--- src/hdl/aats_pkg.sv ---
// Package for the actuator angle-to-steps block: operation codes, command and
// status structs, fixed-point constants and the Horner coefficient tables.
// No dependencies.
`default_nettype none

package aats_pkg;

  localparam int unsigned MACHINES_DEF = 8;

  // angles in 1/64 degree
  localparam logic [14:0] FULL_TURN    = 15'd23040;
  localparam logic [14:0] HALF_TURN    = 15'd11520;
  localparam logic [14:0] QUARTER_TURN = 15'd5760;
  localparam logic [14:0] EIGHTH_TURN  = 15'd2880;

  localparam logic [30:0] Q30_ONE      = 31'h4000_0000;
  localparam logic [31:0] RAD_PER_UNIT = 32'd292818;

  localparam int unsigned HORNER_LAST  = 4;
  localparam int unsigned ROOT_LAST    = 24;

  // configuration register indexes
  typedef enum logic [2:0] {
    REG_ARM_B     = 3'd0,
    REG_ARM_C     = 3'd1,
    REG_ZERO      = 3'd2,
    REG_OBTUSE    = 3'd3,
    REG_GEAR      = 3'd4,
    REG_REVERSE   = 3'd5,
    REG_STEPS     = 3'd6,
    REG_UNUSED    = 3'd7
  } cfg_reg_e;

  typedef enum logic [4:0] {
    OP_NONE    = 5'd0,
    OP_CAPTURE = 5'd1,
    OP_BB      = 5'd2,
    OP_CC      = 5'd3,
    OP_BC      = 5'd4,
    OP_GLO     = 5'd5,
    OP_GHI     = 5'd6,
    OP_FOLD    = 5'd7,
    OP_X       = 5'd8,
    OP_X2      = 5'd9,
    OP_HN      = 5'd10,
    OP_HQ      = 5'd11,
    OP_HR      = 5'd12,
    OP_SIN     = 5'd13,
    OP_CA      = 5'd14,
    OP_CB      = 5'd15,
    OP_SQ      = 5'd16,
    OP_ROOT    = 5'd17,
    OP_LEN     = 5'd18,
    OP_MH      = 5'd19,
    OP_ML      = 5'd20,
    OP_TOT     = 5'd21
  } op_e;

  typedef struct packed {
    op_e        op;
    logic [2:0] stage;  // Horner stage
    logic [4:0] cnt;    // root iteration
    logic       pass;   // 0 old angle, 1 new angle
  } cmd_t;

  typedef struct packed {
    logic sin;          // folded angle uses the sine series
  } status_t;

  // Horner divisor for a stage
  function automatic logic [6:0] horner_k(input logic sin, input logic [2:0] stage);
    logic [6:0] k;
    k = 7'd1;
    unique case ({sin, stage})
      4'b0_000: k = 7'd90;
      4'b0_001: k = 7'd56;
      4'b0_010: k = 7'd30;
      4'b0_011: k = 7'd12;
      4'b0_100: k = 7'd2;
      4'b1_000: k = 7'd110;
      4'b1_001: k = 7'd72;
      4'b1_010: k = 7'd42;
      4'b1_011: k = 7'd20;
      4'b1_100: k = 7'd6;
      default:  k = 7'd1;
    endcase
    return k;
  endfunction

  // floor(2^32 / k) for the same stage
  function automatic logic [31:0] horner_r(input logic sin, input logic [2:0] stage);
    logic [31:0] r;
    r = 32'd0;
    unique case ({sin, stage})
      4'b0_000: r = 32'd47721858;
      4'b0_001: r = 32'd76695844;
      4'b0_010: r = 32'd143165576;
      4'b0_011: r = 32'd357913941;
      4'b0_100: r = 32'd2147483648;
      4'b1_000: r = 32'd39045157;
      4'b1_001: r = 32'd59652323;
      4'b1_010: r = 32'd102261126;
      4'b1_011: r = 32'd214748364;
      4'b1_100: r = 32'd715827882;
      default:  r = 32'd0;
    endcase
    return r;
  endfunction

endpackage

`default_nettype wire

--- src/hdl/aats_ctrl.sv ---
// Sequencer for the angle-to-steps block: walks each item through the
// datapath operations and owns both handshakes. Depends on aats_pkg.
`default_nettype none

module aats_ctrl (
  input  wire                clk_i,
  input  wire                rst_ni,
  input  wire                in_valid_i,
  output logic               in_stall_o,
  output logic               out_valid_o,
  input  wire                out_stall_i,
  input  aats_pkg::status_t  status_i,
  output aats_pkg::cmd_t     cmd_o
);
  import aats_pkg::*;

  typedef enum logic [20:0] {
    ST_IDLE = 21'h000001,
    ST_BB   = 21'h000002,
    ST_CC   = 21'h000004,
    ST_BC   = 21'h000008,
    ST_GLO  = 21'h000010,
    ST_GHI  = 21'h000020,
    ST_FOLD = 21'h000040,
    ST_X    = 21'h000080,
    ST_X2   = 21'h000100,
    ST_HN   = 21'h000200,
    ST_HQ   = 21'h000400,
    ST_HR   = 21'h000800,
    ST_SIN  = 21'h001000,
    ST_CA   = 21'h002000,
    ST_CB   = 21'h004000,
    ST_SQ   = 21'h008000,
    ST_ROOT = 21'h010000,
    ST_LEN  = 21'h020000,
    ST_MH   = 21'h040000,
    ST_ML   = 21'h080000,
    ST_TOT  = 21'h100000
  } state_e;

  state_e     state_q, state_d;
  logic [2:0] stage_q, stage_d;
  logic [4:0] cnt_q, cnt_d;
  logic       pass_q, pass_d;
  logic       out_valid_q, out_valid_d;
  logic       out_free;

  assign out_free    = !out_valid_q || !out_stall_i;
  assign in_stall_o  = (state_q != ST_IDLE);
  assign out_valid_o = out_valid_q;

  always_comb begin
    state_d     = state_q;
    stage_d     = stage_q;
    cnt_d       = cnt_q;
    pass_d      = pass_q;
    out_valid_d = out_valid_q && out_stall_i;
    cmd_o.op    = OP_NONE;
    cmd_o.stage = stage_q;
    cmd_o.cnt   = cnt_q;
    cmd_o.pass  = pass_q;
    unique case (state_q)
      ST_IDLE: begin
        if (in_valid_i) begin
          cmd_o.op = OP_CAPTURE;
          state_d  = ST_BB;
        end
      end
      ST_BB: begin cmd_o.op = OP_BB; state_d = ST_CC; end
      ST_CC: begin cmd_o.op = OP_CC; state_d = ST_BC; end
      ST_BC: begin cmd_o.op = OP_BC; state_d = ST_GLO; end
      ST_GLO: begin cmd_o.op = OP_GLO; state_d = ST_GHI; end
      ST_GHI: begin
        cmd_o.op = OP_GHI;
        pass_d   = 1'b0;
        state_d  = ST_FOLD;
      end
      ST_FOLD: begin cmd_o.op = OP_FOLD; state_d = ST_X; end
      ST_X: begin cmd_o.op = OP_X; state_d = ST_X2; end
      ST_X2: begin
        cmd_o.op = OP_X2;
        stage_d  = '0;
        state_d  = ST_HN;
      end
      ST_HN: begin cmd_o.op = OP_HN; state_d = ST_HQ; end
      ST_HQ: begin cmd_o.op = OP_HQ; state_d = ST_HR; end
      ST_HR: begin
        cmd_o.op = OP_HR;
        if (stage_q == 3'(HORNER_LAST)) begin
          state_d = status_i.sin ? ST_SIN : ST_CA;
        end else begin
          stage_d = stage_q + 3'd1;
          state_d = ST_HN;
        end
      end
      ST_SIN: begin cmd_o.op = OP_SIN; state_d = ST_CA; end
      ST_CA: begin cmd_o.op = OP_CA; state_d = ST_CB; end
      ST_CB: begin cmd_o.op = OP_CB; state_d = ST_SQ; end
      ST_SQ: begin
        cmd_o.op = OP_SQ;
        cnt_d    = '0;
        state_d  = ST_ROOT;
      end
      ST_ROOT: begin
        cmd_o.op = OP_ROOT;
        if (cnt_q == 5'(ROOT_LAST)) begin
          state_d = ST_LEN;
        end else begin
          cnt_d = cnt_q + 5'd1;
        end
      end
      ST_LEN: begin
        cmd_o.op = OP_LEN;
        if (!pass_q) begin
          pass_d  = 1'b1;
          state_d = ST_FOLD;
        end else begin
          state_d = ST_MH;
        end
      end
      ST_MH: begin cmd_o.op = OP_MH; state_d = ST_ML; end
      ST_ML: begin cmd_o.op = OP_ML; state_d = ST_TOT; end
      ST_TOT: begin
        // hold until the output register is free
        if (out_free) begin
          cmd_o.op    = OP_TOT;
          out_valid_d = 1'b1;
          state_d     = ST_IDLE;
        end
      end
      default: state_d = ST_IDLE;
    endcase
  end

  always_ff @(posedge clk_i or negedge rst_ni) begin
    if (!rst_ni) begin
      state_q     <= ST_IDLE;
      stage_q     <= '0;
      cnt_q       <= '0;
      pass_q      <= 1'b0;
      out_valid_q <= 1'b0;
    end else begin
      state_q     <= state_d;
      stage_q     <= stage_d;
      cnt_q       <= cnt_d;
      pass_q      <= pass_d;
      out_valid_q <= out_valid_d;
    end
  end

  a_tot_sets_valid: assert property (@(posedge clk_i) disable iff (!rst_ni)
    (cmd_o.op == OP_TOT) |=> out_valid_q)
    else $error("result not presented after final operation");

  a_root_exit: assert property (@(posedge clk_i) disable iff (!rst_ni)
    (state_q == ST_ROOT && cnt_q == 5'(ROOT_LAST)) |=> (state_q == ST_LEN))
    else $error("root iteration overran");

  a_accept_starts: assert property (@(posedge clk_i) disable iff (!rst_ni)
    (state_q == ST_IDLE && in_valid_i) |=> (state_q == ST_BB))
    else $error("accepted beat did not start the sequence");

endmodule

`default_nettype wire

--- config.mk ---
export PLATFORM = sky130hd
export DESIGN_NAME = aats_ctrl
export DESIGN_NICKNAME = d
export VERILOG_FILES = /design/src/hdl/aats_pkg.sv /design/src/hdl/aats_ctrl.sv
export SDC_FILE = /design/constraint.sdc
export NUM_CORES = 1
export LEC_CHECK = 0
export BUFFER_PORTS_ARGS = -buffer_cell sky130_fd_sc_hd__buf_4
export CORE_MARGIN = 1.5
export CORE_UTILIZATION = 58
export DETAILED_ROUTE_END_ITERATION = 6
export PLACE_DENSITY = 0.75
export SYNTH_ARGS = -nofsm -noshare
export SYNTH_HDL_FRONTEND = slang
export SYNTH_SLANG_ARGS = --single-unit
--- constraint.sdc ---
create_clock -name clk_i -period 3 [get_ports clk_i]
set_input_delay 0.6 -clock clk_i [delete_from_list [all_inputs] [get_ports clk_i]]
set_output_delay 0.6 -clock clk_i [all_outputs]
set_load 0.01 [all_outputs]
* After elaboration in Yosys (flattened, before gate mapping)
Cells that the tools add are included.
** Storage, ports and cells
- Register bits :: 31
- Latch bits :: 0
- Memory bits (writable) :: 0
- ROM bits :: 0
- Input bits :: 5
- Output and inout port bits :: 16
- Logic and storage cells :: 63
- Memories kept :: 0
** Operators by class
- Add/subtract/negate cells :: 2
- Multiply operators :: 0
- Div/mod/pow operators :: 0
- $lt $le $gt $ge :: 0
- Equal/unequal tests :: 29
- Shift-type cells :: 0
- Mux-type cells :: 17
- Bitwise gates (word level) :: 0
- Reduce and logical (&&, ||, !) cells :: 10
** Operators with widths (count)
- 21-bit case mux with 21 select lines :: 1
- 5-bit case mux with 21 select lines :: 1
- 21-bit two-way mux :: 3
- 14-bit two-way mux :: 2
- 21-bit by 1-bit == test with 1-bit output, second input constant :: 1
- 21-bit by 10-bit == test with 1-bit output, second input constant :: 1
- 21-bit by 11-bit == test with 1-bit output, second input constant :: 1
- 21-bit by 12-bit == test with 1-bit output, second input constant :: 1
- 21-bit by 13-bit == test with 1-bit output, second input constant :: 1
- 21-bit by 14-bit == test with 1-bit output, second input constant :: 1
- 21-bit by 15-bit == test with 1-bit output, second input constant :: 1
- 21-bit by 16-bit == test with 1-bit output, second input constant :: 1
- 21-bit by 17-bit == test with 1-bit output, second input constant :: 1
- 21-bit by 18-bit == test with 1-bit output, second input constant :: 1
- 21-bit by 19-bit == test with 1-bit output, second input constant :: 1
- 21-bit by 2-bit == test with 1-bit output, second input constant :: 1
- 21-bit by 20-bit == test with 1-bit output, second input constant :: 1
- 21-bit == test, second input constant :: 1
- 21-bit by 3-bit == test with 1-bit output, second input constant :: 1
- 21-bit by 4-bit == test with 1-bit output, second input constant :: 1
- 21-bit by 5-bit == test with 1-bit output, second input constant :: 1
- 21-bit by 6-bit == test with 1-bit output, second input constant :: 1
- 21-bit by 7-bit == test with 1-bit output, second input constant :: 1
- 21-bit by 8-bit == test with 1-bit output, second input constant :: 1
- other kinds (20) :: 31

* Logic depth before layout (Yosys ltp)
- Depth in word-level cells :: 4
- Mapped depth :: 7
- Gate-level depth less buffers :: 6

* Worst setup path after synthesis
No wires, ideal clock.
- Path type :: reg2out
- From :: register state_q[5]
- To :: output port cmd_o[9] (netlist bit)
- Data arrival time :: 1.943 ns
- Path slack :: 0.457 ns
- Stages on the path, launching flop included :: 7
- Buffers on the path :: 1
- Cells stage by stage :: dfrtp_1 > or4_4 > buf_6 > nor4_4 > and4_1 > a311o_1 > or4_1
** RTL lines
- start: declaration :: RTL line aats_ctrl.sv:41 : state_e state_q, state_d;
- start signal: assignment :: RTL line aats_ctrl.sv:143 : state_q <= state_d;
- end: declaration :: RTL line aats_ctrl.sv:13 : output aats_pkg::cmd_t cmd_o

==> qor.txt <==
CP Max Fanout: 7
max-slew violation count: 0
HP Class: primary input to asynchronous set/reset pin
CTS H-tree depth: 2
clk sinks: 31
Slew @ Worst Pin: 548.5 ps
Die Wd: 60.83 µm
status: finished, final reports clean
worst r2r path cells: 7
ant diodes: 0
LEAKAGE: 1.156 nW
Tcrit/Tclk final: 0.9877
Ports: 21
Post-Syn Instances: 219
largest area contributor in the synthesized netlist: dfrtp_1
DR iter-0 viols: 162
clock buffer depth: 2
most frequent cell after synthesis: dfrtp_1
# rows: 20
main flop type after synthesis: dfrtp_1
first-pass iteration count of the detailed router: 5
Final Hold Vio Count: 0
number of max-cap violations: 0
top cells by count, synth: dfrtp_1, nor2_1, nand2_1, nand3_1, nand4_1
pre-CTS setup slack: 141.8 ps
setup repair after global routing missed its margin: true
initial core utilization: 0.6250
Synthesized Nets: 228
mapped cell area: 1939 µm²
Clock transition at path regs: 90 ps
Final Skew: 6.484 ps
crit-path cells: or4_4 -> nor3_1 -> nand4_1 -> nand4_1 -> nand2b_1 -> buf_4
Max Clk Rate: 337.5 MHz
Critical Path Max Stage Delay: 570 ps
initial antenna violation count: 0
Root Driver: clkbuf_4
DR DRC count: 0
Design Power: 0.001169 W
CP dominant cell by count: nand4_1
final net count: 265
Period minus WS final: 2963 ps
final wirelength: 5.246 mm
Die Ht: 60.83 µm
Worst Path Required: 2400 ps
via count: 1864
CP max-delay cell: or4_4
Peak VDD IR: 0.3975 mV
Synth top area share: 0.3871
Placed Cells: 286
vias in the first global route: 1672
number of synthesized flops with an enable pin: 0
final setup vio count: 0
Via density: 6.193
CP Class: flip-flop to output port
core area: 3103 µm²
global-route wire length before repair: 8.086 mm
Synthesis Warnings: 0
gr usage total: 0.3064
Async SR Flop Fraction: 1.000
#FFs+latches synth: 31
Synth Area per Inst: 8.856 µm²
WP data arrival: 2360 ps
Distinct cells, synth: 41
DP HPWL: 3.942 mm
post-route insts no fill: 301
RePlAce Congestion: 1.085
Port Buffers: 20
Worst setup SP type: flip-flop
slew margin rel.: 0.6313
Die ar.: 3700 µm²
layout cells sized above 1: 0.2918
CP endpoint kind: output port
Final WS setup: 36.81 ps
area delta synth->final: 22.45%
PD cells: 492.1 nW/µm²
GRT Residual Overflow: 0
Seq/Total Area, Yosys: 0.4006
TritonCTS Buffers: 5
Antenna Nets Post-Route: 0
Synth area leaders: dfrtp_1, nand4_1, nor4b_1, nand3_1, nor2_1
CTS tree: done
pin count of the biggest net entering global routing: 32
Routed WL per cell: 17.43 µm
clk_lat worst skew: 330 ps
-- flip-flops by register name, summed over array words and instances, names as in the netlist --
| register | flops |
|---|---|
| stage_q | 3 |
| out_valid_o | 1 |
| cnt_q | 5 |
| state_q | 21 |
| pass_q | 1 |
-- worst max-delay path, delay by kind of cell (launching register included) --
family | cells | cell delay (ps)
DFF | 1 | 460
and+or+nand+nor | 5 | 1440
buffers and inverters | 1 | 120
-- kinds of logic (layout without fill, tap and decap cells) --
kind of cell               after synthesis  count (layout)  share of synthesized area
and+or+nand+nor                        133             133                     0.4071
DFF                                     31              31                     0.4006
buffers and inverters                   23              61                    0.05935
xor gates and xnor gates                10              10                    0.04516
adders and majority gates                4               4                    0.02581
AOI/OAI and AO/OA                       18              18                    0.06194
-- area by class of cell --
type | count | area, µm²
inverter | 14 | 52.55
clock buffer | 7 | 45.04
fill | 251 | 728.2
tap | 44 | 55.05
timing repair buffer | 39 | 300.3
sequential | 31 | 787.0
multi-input combinational | 165 | 1130
clock inverter | 1 | 5.005
-- final timing paths --
| path | from | end | slack (ps) |
|---|---|---|---|
| worst max-delay path | state_q[4] | cmd_o[10] | 40 |
| worst min-delay path | rst_ni | state_q[12] | 180 |
| worst max register to register | state_q[20] | stage_q[2] | 860 |
| worst min register to register | pass_q | state_q[6] | 530 |
| max in group asynchronous | rst_ni | state_q[0] | 2490 |
| min in group clk_i | status_i | state_q[12] | 490 |
-- through the flow --
stage          setup TNS [ps]  hold WS, ps  utilization  cell area (µm²)
2_1_floorplan               0        304.4            -             1939
3_5_place_dp                0        516.2       0.7000             2172
6_report                    0        181.1       0.7653             2375
4_1_cts                     0        190.4       0.7339             2277
5_1_grt                -43.37        204.4       0.7653             2375
3_3_place_gp                0        498.9       0.7000             2172
-- per-layer routing --
layer / vias to the layer above / routed length, µm / GRT usage
met5: - / 0 / 0
met4: 0 / 111 / 0.1056
met3: 13 / 365 / 0.06397
met2: 75 / 2553 / 0.4977
met1: 903 / 2217 / 0.4067
li1: 873 / - / -
-- what timing repair did --
| action | CTS | global route |
|---|---|---|
| buffers inserted | 3 | 5 |
| gates cloned | 0 | 0 |
| hold buffers | 0 | 0 |
| resized for setup | 10 | 18 |
| pin swaps | 5 | 7 |
| endpoints found under the setup margin | 4 | 4 |
-- power by group --
part	switching (W)	internal (W)	total, W
Combinational	0.000258	0.000218	0.000476
Sequential	0.0000211	0.000442	0.000463
Clock	0.000139	0.0000911	0.000230
-- placed cells by master (no fill, tap or decap), types with 3 or more instances in the layout --
master    count
nand3b_1      3
nor4_4        3
buf_4        37
nor3_1        9
nand4_1      16
nor4_1        4
nand2_1      17
inv_1        14
nor4b_1      11
ha_1          4
nor2_2        3
xnor2_1       5
and3_1        6
nand3_1      16
nand2b_1      4
clkbuf_4      5
nor2_1       19
dfrtp_1      22
xor2_1        5
dfrtp_2       8
or4_4         5
o21ai_0       9
Power figures use the tool's default switching activity.
